## src/hw/rtl/skm_pkg.sv

```systemverilog
package skm_pkg;

    // Field and register widths, fixed by the interface.
    localparam int SAMPLE_W = 32;
    localparam int NOISE_W  = 24;
    localparam int THR_W    = 31;
    localparam int COV_W    = 32;
    localparam int MAG_W    = 33;
    localparam int PP_W     = 33;
    localparam int DEN_W    = 34;
    localparam int CORR_W   = 34;
    localparam int SUM_W    = 36;

    localparam int CFG_IDX_W  = 2;
    localparam int CFG_DATA_W = 31;

    typedef enum logic [CFG_IDX_W-1:0] {
        REG_PROCESS_NOISE  = 2'd0,
        REG_MEASURE_NOISE  = 2'd1,
        REG_JUMP_THRESHOLD = 2'd2,
        REG_COV_RESTART    = 2'd3
    } cfg_reg_t;

    localparam logic [NOISE_W-1:0] PROCESS_NOISE_RST  = 24'd655;
    localparam logic [NOISE_W-1:0] MEASURE_NOISE_RST  = 24'd32768;
    localparam logic [THR_W-1:0]   JUMP_THRESHOLD_RST = 31'd1310720;
    localparam logic [NOISE_W-1:0] COV_RESTART_RST    = 24'd65536;

    localparam logic signed [SUM_W-1:0] EST_MAX = 36'sh0_7FFF_FFFF;
    localparam logic signed [SUM_W-1:0] EST_MIN = 36'shF_8000_0000;

    // Control from the sequencer to the divider and the accumulators.
    typedef struct packed {
        logic start;
        logic step;
    } skm_ctl_t;

    // One quotient bit as it leaves the divider.
    typedef struct packed {
        logic q_bit;
        logic q_valid;
    } skm_qbit_t;

endpackage

```

## src/hw/rtl/scalar_kalman_smoother.sv

```systemverilog
// Channel   Direction  Handshake              Payload
// input     in         in_valid / in_ready    sample
// output    out        out_valid / out_ready  estimate, snapped
// config    in         cfg_we (no wait)       cfg_index, cfg_data
//
// A filter step runs from the accepting beat through the PREP, ABS, DIV,
// TAIL, FIN and DONE states to the result register; the DIV state runs the
// bit-serial gain divider, which yields one quotient bit per cycle. A snap
// goes from ABS straight to DONE. A new beat is taken only in the idle
// state, which lies between one step and the next.
// One sample is in work at a time; a new beat is taken once the previous
// result is in the output register, even while that result still waits.
// A stalled output holds the finished step in its last state until the
// output register is free. Reset loads the register defaults, a zero
// estimate and a covariance of 1.0.
module scalar_kalman_smoother #(
    parameter int FRAC_BITS = 16
) (
    input  logic                               clk,
    input  logic                               rst_n,
    input  logic                               in_valid,
    output logic                               in_ready,
    input  logic signed [skm_pkg::SAMPLE_W-1:0] sample,
    output logic                               out_valid,
    input  logic                               out_ready,
    output logic signed [skm_pkg::SAMPLE_W-1:0] estimate,
    output logic                               snapped,
    input  logic                               cfg_we,
    input  logic [skm_pkg::CFG_IDX_W-1:0]      cfg_index,
    input  logic [skm_pkg::CFG_DATA_W-1:0]     cfg_data
);
    import skm_pkg::*;

    localparam int ACC_W = FRAC_BITS + MAG_W + 1;
    localparam int PT_W  = FRAC_BITS + PP_W;
    localparam int PS_W  = PT_W + 1;
    localparam int CNT_W = $clog2(FRAC_BITS + 1);

    localparam logic [COV_W-1:0] COV_ONE   = COV_W'(1) << FRAC_BITS;
    localparam logic [ACC_W:0]   HALF_ACC  = (ACC_W + 1)'(1) << (FRAC_BITS - 1);
    localparam logic [PS_W-1:0]  HALF_PT   = PS_W'(1) << (FRAC_BITS - 1);

    typedef enum logic [6:0] {
        ST_IDLE = 7'b0000001,
        ST_PREP = 7'b0000010,
        ST_ABS  = 7'b0000100,
        ST_DIV  = 7'b0001000,
        ST_TAIL = 7'b0010000,
        ST_FIN  = 7'b0100000,
        ST_DONE = 7'b1000000
    } state_t;

    state_t state_reg;
    state_t state_next;

    // Configuration registers.
    logic [NOISE_W-1:0] q_noise_reg;
    logic [NOISE_W-1:0] r_noise_reg;
    logic [THR_W-1:0]   thr_reg;
    logic [NOISE_W-1:0] cov_restart_reg;

    // Filter state.
    logic signed [SAMPLE_W-1:0] est_reg;
    logic [COV_W-1:0]           cov_reg;

    // Per-sample working registers.
    logic signed [SAMPLE_W-1:0] x_reg;
    logic [MAG_W-1:0]           diff_reg;
    logic [PP_W-1:0]            pp_reg;
    logic [MAG_W-1:0]           mag_reg;
    logic                       neg_reg;
    logic                       snap_reg;
    logic [CORR_W-1:0]          corr_reg;
    logic [PT_W-1:0]            ptmp_reg;
    logic [CNT_W-1:0]           cnt_reg;

    logic                       out_valid_reg;
    logic signed [SAMPLE_W-1:0] estimate_reg;
    logic                       snapped_reg;

    skm_ctl_t   ctl;
    skm_qbit_t  q;
    logic [ACC_W-1:0] acc_mag;
    logic [ACC_W-1:0] acc_pp;

    logic [MAG_W-1:0]           mag_c;
    logic                       est_pos;
    logic [DEN_W-1:0]           den_c;
    logic [ACC_W:0]             corr_sum;
    logic [PS_W-1:0]            p_sum;
    logic [CORR_W-1:0]          p_round;
    logic [COV_W-1:0]           cov_new;
    logic signed [SUM_W-1:0]    est_sum;
    logic signed [SAMPLE_W-1:0] est_new;
    logic                       slot_free;

    always_comb
    begin
        // Magnitude of the innovation and the gain denominator.
        mag_c   = diff_reg[MAG_W-1] ? (~diff_reg + MAG_W'(1)) : diff_reg;
        est_pos = !est_reg[SAMPLE_W-1] && (est_reg != '0);
        den_c   = {1'b0, pp_reg} + DEN_W'(r_noise_reg);

        // Round the correction and the new covariance to nearest.
        corr_sum = {1'b0, acc_mag} + HALF_ACC;
        p_sum    = {1'b0, ptmp_reg} + HALF_PT;
        p_round  = p_sum[FRAC_BITS +: CORR_W];
        cov_new  = (p_round[CORR_W-1:COV_W] != '0) ? '1 : p_round[COV_W-1:0];

        est_sum = neg_reg ? (SUM_W'(est_reg) - $signed({2'b00, corr_reg}))
                          : (SUM_W'(est_reg) + $signed({2'b00, corr_reg}));
        if (est_sum > EST_MAX)
        begin
            est_new = EST_MAX[SAMPLE_W-1:0];
        end
        else if (est_sum < EST_MIN)
        begin
            est_new = EST_MIN[SAMPLE_W-1:0];
        end
        else
        begin
            est_new = est_sum[SAMPLE_W-1:0];
        end

        slot_free = !out_valid_reg || out_ready;
    end

    // Sequencer.
    always_comb
    begin
        state_next = state_reg;
        ctl.start  = 1'b0;
        ctl.step   = 1'b0;
        case (state_reg)
            ST_IDLE:
            begin
                if (in_valid)
                begin
                    state_next = ST_PREP;
                end
            end
            ST_PREP:
            begin
                state_next = ST_ABS;
            end
            ST_ABS:
            begin
                ctl.start = 1'b1;
                if (est_pos && (mag_c > MAG_W'(thr_reg)))
                begin
                    state_next = ST_DONE;
                end
                else
                begin
                    state_next = ST_DIV;
                end
            end
            ST_DIV:
            begin
                ctl.step = 1'b1;
                if (cnt_reg == CNT_W'(FRAC_BITS))
                begin
                    state_next = ST_TAIL;
                end
            end
            ST_TAIL:
            begin
                state_next = ST_FIN;
            end
            ST_FIN:
            begin
                state_next = ST_DONE;
            end
            ST_DONE:
            begin
                if (slot_free)
                begin
                    state_next = ST_IDLE;
                end
            end
            default:
            begin
                state_next = ST_IDLE;
            end
        endcase
    end

    always_ff @(posedge clk or negedge rst_n)
    begin
        if (!rst_n)
        begin
            state_reg       <= ST_IDLE;
            q_noise_reg     <= PROCESS_NOISE_RST;
            r_noise_reg     <= MEASURE_NOISE_RST;
            thr_reg         <= JUMP_THRESHOLD_RST;
            cov_restart_reg <= COV_RESTART_RST;
            est_reg         <= '0;
            cov_reg         <= COV_ONE;
            out_valid_reg   <= 1'b0;
            cnt_reg         <= '0;
        end
        else
        begin
            state_reg <= state_next;

            if (cfg_we)
            begin
                case (cfg_reg_t'(cfg_index))
                    REG_PROCESS_NOISE:  q_noise_reg     <= cfg_data[NOISE_W-1:0];
                    REG_MEASURE_NOISE:  r_noise_reg     <= cfg_data[NOISE_W-1:0];
                    REG_JUMP_THRESHOLD: thr_reg         <= cfg_data[THR_W-1:0];
                    REG_COV_RESTART:    cov_restart_reg <= cfg_data[NOISE_W-1:0];
                    default:
                    begin
                    end
                endcase
            end

            if (state_reg == ST_ABS)
            begin
                cnt_reg <= '0;
            end
            else if (state_reg == ST_DIV)
            begin
                cnt_reg <= cnt_reg + CNT_W'(1);
            end

            if (state_reg == ST_DONE && slot_free)
            begin
                out_valid_reg <= 1'b1;
                est_reg       <= snap_reg ? x_reg : est_new;
                cov_reg       <= snap_reg ? COV_W'(cov_restart_reg) : cov_new;
            end
            else if (out_ready)
            begin
                out_valid_reg <= 1'b0;
            end
        end
    end

    // Datapath registers carry no reset.
    always_ff @(posedge clk)
    begin
        if (state_reg == ST_IDLE && in_valid)
        begin
            x_reg <= sample;
        end
        if (state_reg == ST_PREP)
        begin
            diff_reg <= {x_reg[SAMPLE_W-1], x_reg} - {est_reg[SAMPLE_W-1], est_reg};
            pp_reg   <= PP_W'(cov_reg) + PP_W'(q_noise_reg);
        end
        if (state_reg == ST_ABS)
        begin
            mag_reg  <= mag_c;
            neg_reg  <= diff_reg[MAG_W-1];
            snap_reg <= est_pos && (mag_c > MAG_W'(thr_reg));
        end
        if (state_reg == ST_FIN)
        begin
            corr_reg <= corr_sum[FRAC_BITS +: CORR_W];
            ptmp_reg <= {pp_reg, {FRAC_BITS{1'b0}}} - acc_pp[PT_W-1:0];
        end
        if (state_reg == ST_DONE && slot_free)
        begin
            estimate_reg <= snap_reg ? x_reg : est_new;
            snapped_reg  <= snap_reg;
        end
    end

    skm_div u_div (
        .clk   (clk),
        .rst_n (rst_n),
        .ctl   (ctl),
        .pp    (pp_reg),
        .den   (den_c),
        .q     (q)
    );

    skm_mac #(
        .FRAC_BITS (FRAC_BITS)
    ) u_mac (
        .clk     (clk),
        .ctl     (ctl),
        .q       (q),
        .mag     (mag_reg),
        .pp      (pp_reg),
        .acc_mag (acc_mag),
        .acc_pp  (acc_pp)
    );

    assign in_ready  = (state_reg == ST_IDLE);
    assign out_valid = out_valid_reg;
    assign estimate  = estimate_reg;
    assign snapped   = snapped_reg;

    // The last quotient bit must reach the accumulators in the tail cycle.
    assert property (@(posedge clk) disable iff (!rst_n)
        (state_reg == ST_TAIL) |-> q.q_valid)
    else $error("quotient bit missing in tail cycle");

    // The bit counter never runs past the last quotient bit.
    assert property (@(posedge clk) disable iff (!rst_n)
        (state_reg == ST_DIV) |-> (cnt_reg <= CNT_W'(FRAC_BITS)))
    else $error("divider bit counter overrun");

    // The filter state changes only when a step completes.
    assert property (@(posedge clk) disable iff (!rst_n)
        (state_reg != ST_DONE) |=> ($stable(cov_reg) && $stable(est_reg)))
    else $error("filter state changed outside completion");

endmodule

```

## src/hw/rtl/skm_div.sv

```systemverilog
module skm_div (
    input  logic                       clk,
    input  logic                       rst_n,
    input  skm_pkg::skm_ctl_t          ctl,
    input  logic [skm_pkg::PP_W-1:0]   pp,
    input  logic [skm_pkg::DEN_W-1:0]  den,
    output skm_pkg::skm_qbit_t         q
);
    import skm_pkg::*;

    localparam int REM_W = DEN_W + 1;

    logic [REM_W-1:0] rem_reg;
    logic [REM_W-1:0] rem_next;
    logic [REM_W-1:0] rem_sub;
    logic [REM_W-1:0] rem_keep;
    logic [DEN_W-1:0] den_reg;
    logic             q_bit_reg;
    logic             q_bit_next;
    logic             q_valid_reg;

    // Restoring division, one quotient bit per step, most significant first.
    // A zero divisor gives a zero quotient.
    always_comb
    begin
        rem_sub    = rem_reg - {1'b0, den_reg};
        q_bit_next = (rem_reg >= {1'b0, den_reg}) && (den_reg != '0);
        rem_keep   = q_bit_next ? rem_sub : rem_reg;
        rem_next   = {rem_keep[REM_W-2:0], 1'b0};
    end

    always_ff @(posedge clk)
    begin
        if (ctl.start)
        begin
            rem_reg <= {2'b00, pp};
            den_reg <= den;
        end
        else if (ctl.step)
        begin
            rem_reg <= rem_next;
        end
        if (ctl.step)
        begin
            q_bit_reg <= q_bit_next;
        end
    end

    always_ff @(posedge clk or negedge rst_n)
    begin
        if (!rst_n)
        begin
            q_valid_reg <= 1'b0;
        end
        else
        begin
            q_valid_reg <= ctl.step;
        end
    end

    assign q.q_bit   = q_bit_reg;
    assign q.q_valid = q_valid_reg;

endmodule

```

## src/hw/rtl/skm_mac.sv

```systemverilog
module skm_mac #(
    parameter int FRAC_BITS = 16
) (
    input  logic                                     clk,
    input  skm_pkg::skm_ctl_t                        ctl,
    input  skm_pkg::skm_qbit_t                       q,
    input  logic [skm_pkg::MAG_W-1:0]                mag,
    input  logic [skm_pkg::PP_W-1:0]                 pp,
    output logic [FRAC_BITS+skm_pkg::MAG_W:0]        acc_mag,
    output logic [FRAC_BITS+skm_pkg::MAG_W:0]        acc_pp
);
    import skm_pkg::*;

    localparam int ACC_W = FRAC_BITS + MAG_W + 1;

    logic [ACC_W-1:0] acc_mag_reg;
    logic [ACC_W-1:0] acc_pp_reg;
    logic [ACC_W-1:0] acc_mag_next;
    logic [ACC_W-1:0] acc_pp_next;

    // Horner form: shift the sum left and add the operand for each gain bit.
    always_comb
    begin
        acc_mag_next = {acc_mag_reg[ACC_W-2:0], 1'b0} + (q.q_bit ? ACC_W'(mag) : '0);
        acc_pp_next  = {acc_pp_reg[ACC_W-2:0], 1'b0} + (q.q_bit ? ACC_W'(pp) : '0);
    end

    always_ff @(posedge clk)
    begin
        if (ctl.start)
        begin
            acc_mag_reg <= '0;
            acc_pp_reg  <= '0;
        end
        else if (q.q_valid)
        begin
            acc_mag_reg <= acc_mag_next;
            acc_pp_reg  <= acc_pp_next;
        end
    end

    assign acc_mag = acc_mag_reg;
    assign acc_pp  = acc_pp_reg;

endmodule
```

## config.mk

```make
export PLATFORM = sky130hd
export DESIGN_NAME = scalar_kalman_smoother
export DESIGN_NICKNAME = d
export VERILOG_FILES = /design/src/hw/rtl/skm_pkg.sv /design/src/hw/rtl/scalar_kalman_smoother.sv /design/src/hw/rtl/skm_div.sv /design/src/hw/rtl/skm_mac.sv
export SDC_FILE = /design/constraint.sdc
export NUM_CORES = 2
export LEC_CHECK = 0
export BUFFER_PORTS_ARGS = -buffer_cell sky130_fd_sc_hd__buf_2
export CAP_MARGIN = 10
export CORE_ASPECT_RATIO = 0.6
export CORE_MARGIN = 5
export CORE_UTILIZATION = 50
export CTS_BUF_LIST = sky130_fd_sc_hd__clkbuf_2 sky130_fd_sc_hd__clkbuf_4 sky130_fd_sc_hd__clkbuf_8
export CTS_CLUSTER_SIZE = 20
export DETAILED_ROUTE_END_ITERATION = 8
export PLACE_DENSITY = 0.66
export REMOVE_ABC_BUFFERS = 1
export SETUP_SLACK_MARGIN = 0.2
export SYNTH_ARGS = -nofsm -noshare
export SYNTH_HDL_FRONTEND = slang
export SYNTH_HIERARCHICAL = 1
export SYNTH_SLANG_ARGS = --single-unit
```

## constraint.sdc

```tcl
create_clock -name clk -period 9.3 [get_ports clk]
set_clock_uncertainty 0.1 [all_clocks]
set_input_delay 0.93 -clock clk [delete_from_list [all_inputs] [get_ports clk]]
set_output_delay 0.93 -clock clk [all_outputs]
set_load 0.03 [all_outputs]
```

* Word level (Yosys, flattened, before mapping)
Cells that the tools add are included.
** Word-level totals
- Register bits after elaboration :: 599
- Output and inout port bits :: 35
** Operators by class
- Magnitude comparators :: 4
- Reduce and logical (&&, ||, !) cells :: 20
- Bitwise operators :: 1
- Equal/unequal tests :: 14
- Mux-type cells :: 23
- Add/subtract/negate cells :: 13
** Operator list (number)
- 33-bit two-way mux :: 5
- 32-bit two-way mux :: 5
- 49-bit by 16-bit adder with 50-bit output (second input constant) :: 1
- 50-bit by 16-bit adder with 50-bit output (second input constant) :: 1
- 50-bit adder :: 1
- 49-bit by 33-bit adder with 49-bit output :: 1
- 7-bit one-hot mux with 7 select lines :: 1
- 49-bit subtractor :: 1
- 32-bit by 35-bit adder with 36-bit output :: 1
- 36-bit by 32-bit greater-than comparator with 1-bit output (second input constant) :: 1
- 36-bit by 32-bit less-than comparator with 1-bit output (second input constant) :: 1
- 36-bit two-way mux :: 1
- 32-bit by 35-bit subtractor with 36-bit output :: 1
- 35-bit by 34-bit >= comparator with 1-bit output :: 1
- 33-bit by 24-bit adder with 34-bit output :: 1
- 34-bit two-way mux :: 1
- 34-bit nonzero test :: 1
- 34-bit subtractor :: 1
- 32-bit by 24-bit adder with 33-bit output :: 1
- 33-bit by 1-bit adder with 33-bit output (second input constant) :: 1
- 33-bit by 31-bit greater-than comparator with 1-bit output :: 1
- 33-bit NOT :: 1
- 32-bit by 32-bit subtractor with 33-bit output :: 1
- 32-bit nonzero test :: 1
- 22 further kinds :: 43

* Longest topological paths before layout
- Depth after elaboration :: 7
- Mapped depth :: 25
- Gate-level depth less buffers :: 24

* Hierarchy
Netlist, hierarchy kept.
** Modules (own cells, without submodules)
- scalar_kalman_smoother :: seq. area each 11546.1 sq um, instances 1, area each 25459.4 sq um, cells each 2448
- skm_mac :: seq. area each 2001.9 sq um, instances 1, area each 7751.2 sq um, cells each 959
- skm_div :: seq. area each 2107.0 sq um, instances 1, area each 4956.0 sq um, cells each 516

* Worst setup path after synthesis
No wires, ideal clock.
- Path kind :: register to register
- Start :: reg state_reg[1]
- End :: reg u_div.rem_reg[0], enable pin
- Arrival :: 7.544 ns
- Period minus slack after synthesis :: 8.019 ns
- Required time :: 8.825 ns
- Setup time :: 0.375 ns
- Stages on the path, launching flop included :: 7
- Path slack :: 1.281 ns
- Cell sequence :: dfrtp_1 nor4_1 nand2b_1 nor3b_1 clkbuf_1 clkbuf_1 or2_2
** RTL lines
- start: declaration :: line scalar_kalman_smoother.sv:53 : state_t state_reg;
- start signal: assignment :: line scalar_kalman_smoother.sv:204 : state_reg <= state_next;
- end signal: assignment :: line skm_div.sv:36 : rem_reg <= {2'b00, pp};
- end signal: assignment :: line skm_div.sv:41 : rem_reg <= rem_next;
- end: declaration :: line skm_div.sv:13 : logic [REM_W-1:0] rem_reg;

* Final worst setup path
- Start :: reg corr_reg[7]
- End :: reg estimate_reg[3] (netlist: estimate[3]) (data pin)
** Between the ends
- Word-level cells in the longest chain between the ends :: 6
** Ends and longest elaborated chain
- start: declaration :: line scalar_kalman_smoother.sv:73 : logic [CORR_W-1:0] corr_reg;
- start signal: assignment :: line scalar_kalman_smoother.sv:261 : corr_reg <= corr_sum[FRAC_BITS +: CORR_W];
- 32-bit by 35-bit adder with 36-bit output or 32-bit by 35-bit subtractor with 36-bit output (tied branches) :: line scalar_kalman_smoother.sv:111, scalar_kalman_smoother.sv:110
- 36-bit two-way mux (*) :: line scalar_kalman_smoother.sv:110 : est_sum = neg_reg ? (SUM_W'(est_reg) - $signed({2'b00, corr_reg}))
- 36-bit by 32-bit less-than comparator with 1-bit output :: line scalar_kalman_smoother.sv:116 : else if (est_sum < EST_MIN)
- 32-bit two-way mux :: line scalar_kalman_smoother.sv:116
- 32-bit two-way mux (*) :: line scalar_kalman_smoother.sv:112 : if (est_sum > EST_MAX)
- 32-bit two-way mux (*) :: line scalar_kalman_smoother.sv:266 : estimate_reg <= snap_reg ? x_reg : est_new;
- end signal: assignment :: line scalar_kalman_smoother.sv:266
- end: declaration :: line scalar_kalman_smoother.sv:78 : logic signed [SAMPLE_W-1:0] estimate_reg;
Every way passes the cells marked *; elsewhere a longest branch is shown, timed or not.
A chain may end at the register's enable or synchronous reset.

==> out/qor.csv <==
stage,metric,value,unit
power,comb_power_share,38.5,%
sta,worst_slack,3.194,ns
die,pin_count,105,
global_routing,grt-ovfl-total,0,
critical_path,cp_max_fo,30,
sta,max_slew_margin,20.04,%
power,ir_worst_vdd,0.1301,mV
drt,drt_iter0_drc,3224,
sta,setup_violations,0,
sta,tightest_slew,1.184,ns
critical_path,start_kind,flip-flop,
sta,timing.setup.tns,0,ns
power,power_density,242.7,nW/um^2
job,cap_viol_max_count,0,
clock_tree,cts_setup_buffers,0,
clock_tree,clk_pin_slew,0.07,ns
die,die_y,223.9,um
global_routing,grt_usage,25.74,%
clock_tree,cts_hold_buffers,0,
critical_path,arrival,6.51,ns
power,leakage,16.81,nW
synthesis,netlist_area,38110,um^2
drt,dr.pass1.iters,8,
clock_tree,cts_tree,yes,
cells_and_area,final_common_cell,edfxtp_1,
sta,hold_violations,0,
global_routing,grt_pass1_wl,166400,um
power,power.switching,3.865,mW
die,die_area,82030,um^2
drt,wl_met3,12080,um
die,num_rows,78,
drt,highest_layer,met5,
sta,min_period_over_period,65.65,%
placed_design,pre_cts_slack,3.400,ns
critical_path,regToRegEndpoint,estimate[3],
synthesis,syn_inst,3917,
die,chipWidth,366.4,um
synthesis,synth_warnings,6,
clock_tree,cts_sinks,584,
sta,timing.final.crit_period,6.106,ns
critical_path,end_kind,flip-flop,
global_routing,grt_max_degree,79,
drt,drc_errors,0,
die,start_util,50.45,%
power,clkPwrFrac,23.2,%
placed_design,numPortBuffers,104,
sta,max_freq,163.8,MHz
clock_tree,cts_resized,0,
cells_and_area,layout_common_cells,"302 x edfxtp_1, 297 x nor2_1, 293 x a21oi_1, 291 x nand2_1, 282 x ha_1",
drt,wl_per_cell,21.22,um
outcome,outcome,finished clean,
critical_path,reg2regPathDepth,22,
power,p_seq_share,38.2,%
cells_and_area,area_delta_synth_final,8.976,%
hold_path,min_path_type,primary input to asynchronous set/reset pin,
drt,vias,30200,
placed_design,place_hpwl,81630,um
placed_design,gp_congestion,0.9737,
clock_tree,clockBufferDepth,3,
critical_path,rrSetupSlack,3.19,ns
critical_path,critPathKind,flip-flop to flip-flop,
critical_path,timing.rr.start,corr_reg[7],
synthesis,synth.avg_cell_area,9.730,um^2
drt,drt-vias-per-instance,5.928,
cells_and_area,largest_reg_flops,50,
cells_and_area,layout-drive-gt1-share,11.50,%
global_routing,grt_pass1_vias,27610,
power,switching_share,38.35,%
die,core,75540,um^2
sta,slew_viol_final,0,
drt,wl_met1,56820,um
sta,grt_setup_unrepaired,no,
clock_tree,clk-insertion-delay-late,0.77,ns
clock_tree,numCtsBuffers,90,
clock_tree,htreeDepth,3,
placed_design,placed_area,39600,um^2
power,p_int,6.214,mW
critical_path,required,9.71,ns
drt,routed_wl,108100,um
cells_and_area,layout.nets,4372,
global_routing,antenna_found_initial,5,
drt,wl_met2,37740,um
drt,ant_nets,0,
cells_and_area,fin_area,41530,um^2
clock_tree,cts-root-buf,clkbuf_8,
## metrics by stage
step | hold WS [ns] | power [mW] | utilization (%) | cells
after global routing | 0.1068 | 10.72 | 54.97 | 5091
after floorplan | 0.3503 | 6.629 | - | 3785
after CTS | 0.06069 | 10.05 | 54.96 | 5087
after global placement | 0.3647 | 7.624 | 52.43 | 4920
final | 0.1148 | 10.08 | 54.98 | 5094
after detailed placement | 0.3712 | 7.675 | 52.43 | 4920
## final cells by class
type | instances | area (um^2)
fillers | 6822 | 34010
multi-input cells | 2982 | 21130
flip-flops and latches | 584 | 15640
clock buffers | 131 | 1640
well taps | 1000 | 1251
inverters | 219 | 822.0
repair buffers | 136 | 767.0
clock inverters | 36 | 269.0
diodes | 6 | 15.01
## power groups by stage
stage	clock network (mW)	registers (mW)	logic [mW]
5_1_grt	2.51	3.91	4.30
4_1_cts	2.39	3.85	3.81
6_report	2.34	3.85	3.88
3_5_place_dp	0	3.89	3.78
2_1_floorplan	0	3.75	2.88
3_3_place_gp	0	3.89	3.74
## worst max-delay path by stage
stage | slack, ns | to | startpoint | depth (start not counted)
global placement | 3.44 | estimate[3] | corr_reg[7] | 22
CTS | 3.36 | estimate[3] | corr_reg[7] | 23
finish | 3.19 | estimate[3] | corr_reg[7] | 22
global route | 2.77 | estimate[3] | corr_reg[0] | 25
floorplan | -11.80 | u_div/rem_reg[1] | state_reg[1] | 5
detailed placement | 3.40 | estimate[3] | corr_reg[7] | 23
## per-layer routing
layer,global-route usage (%),vias up
met5,0,-
met4,4.506,2
met3,8.483,123
met2,30.72,1163
met1,43.43,14450
li1,-,14460
## critical path: stages, from the launching register on
cell and delay [ns]:
edfxtp_1 0.43, nor4_1 0.48, nor2b_1 0.23, inv_1 0.08, nor3b_1 0.49, inv_1 0.14
nor2_1 0.39, nand2_1 0.11, nor2_1 0.33, a21oi_1 0.14, xnor2_1 0.15, ha_1 0.36
a21oi_1 0.33, a21oi_1 0.12, a211o_1 0.31, a21oi_1 0.16, o31ai_1 0.09, a21oi_1 0.26
xnor2_2 0.19, o41ai_4 0.12, buf_4 0.27, a311oi_1 0.45, nor2_1 0.09
No activity file was read; power rests on OpenSTA's default activity.
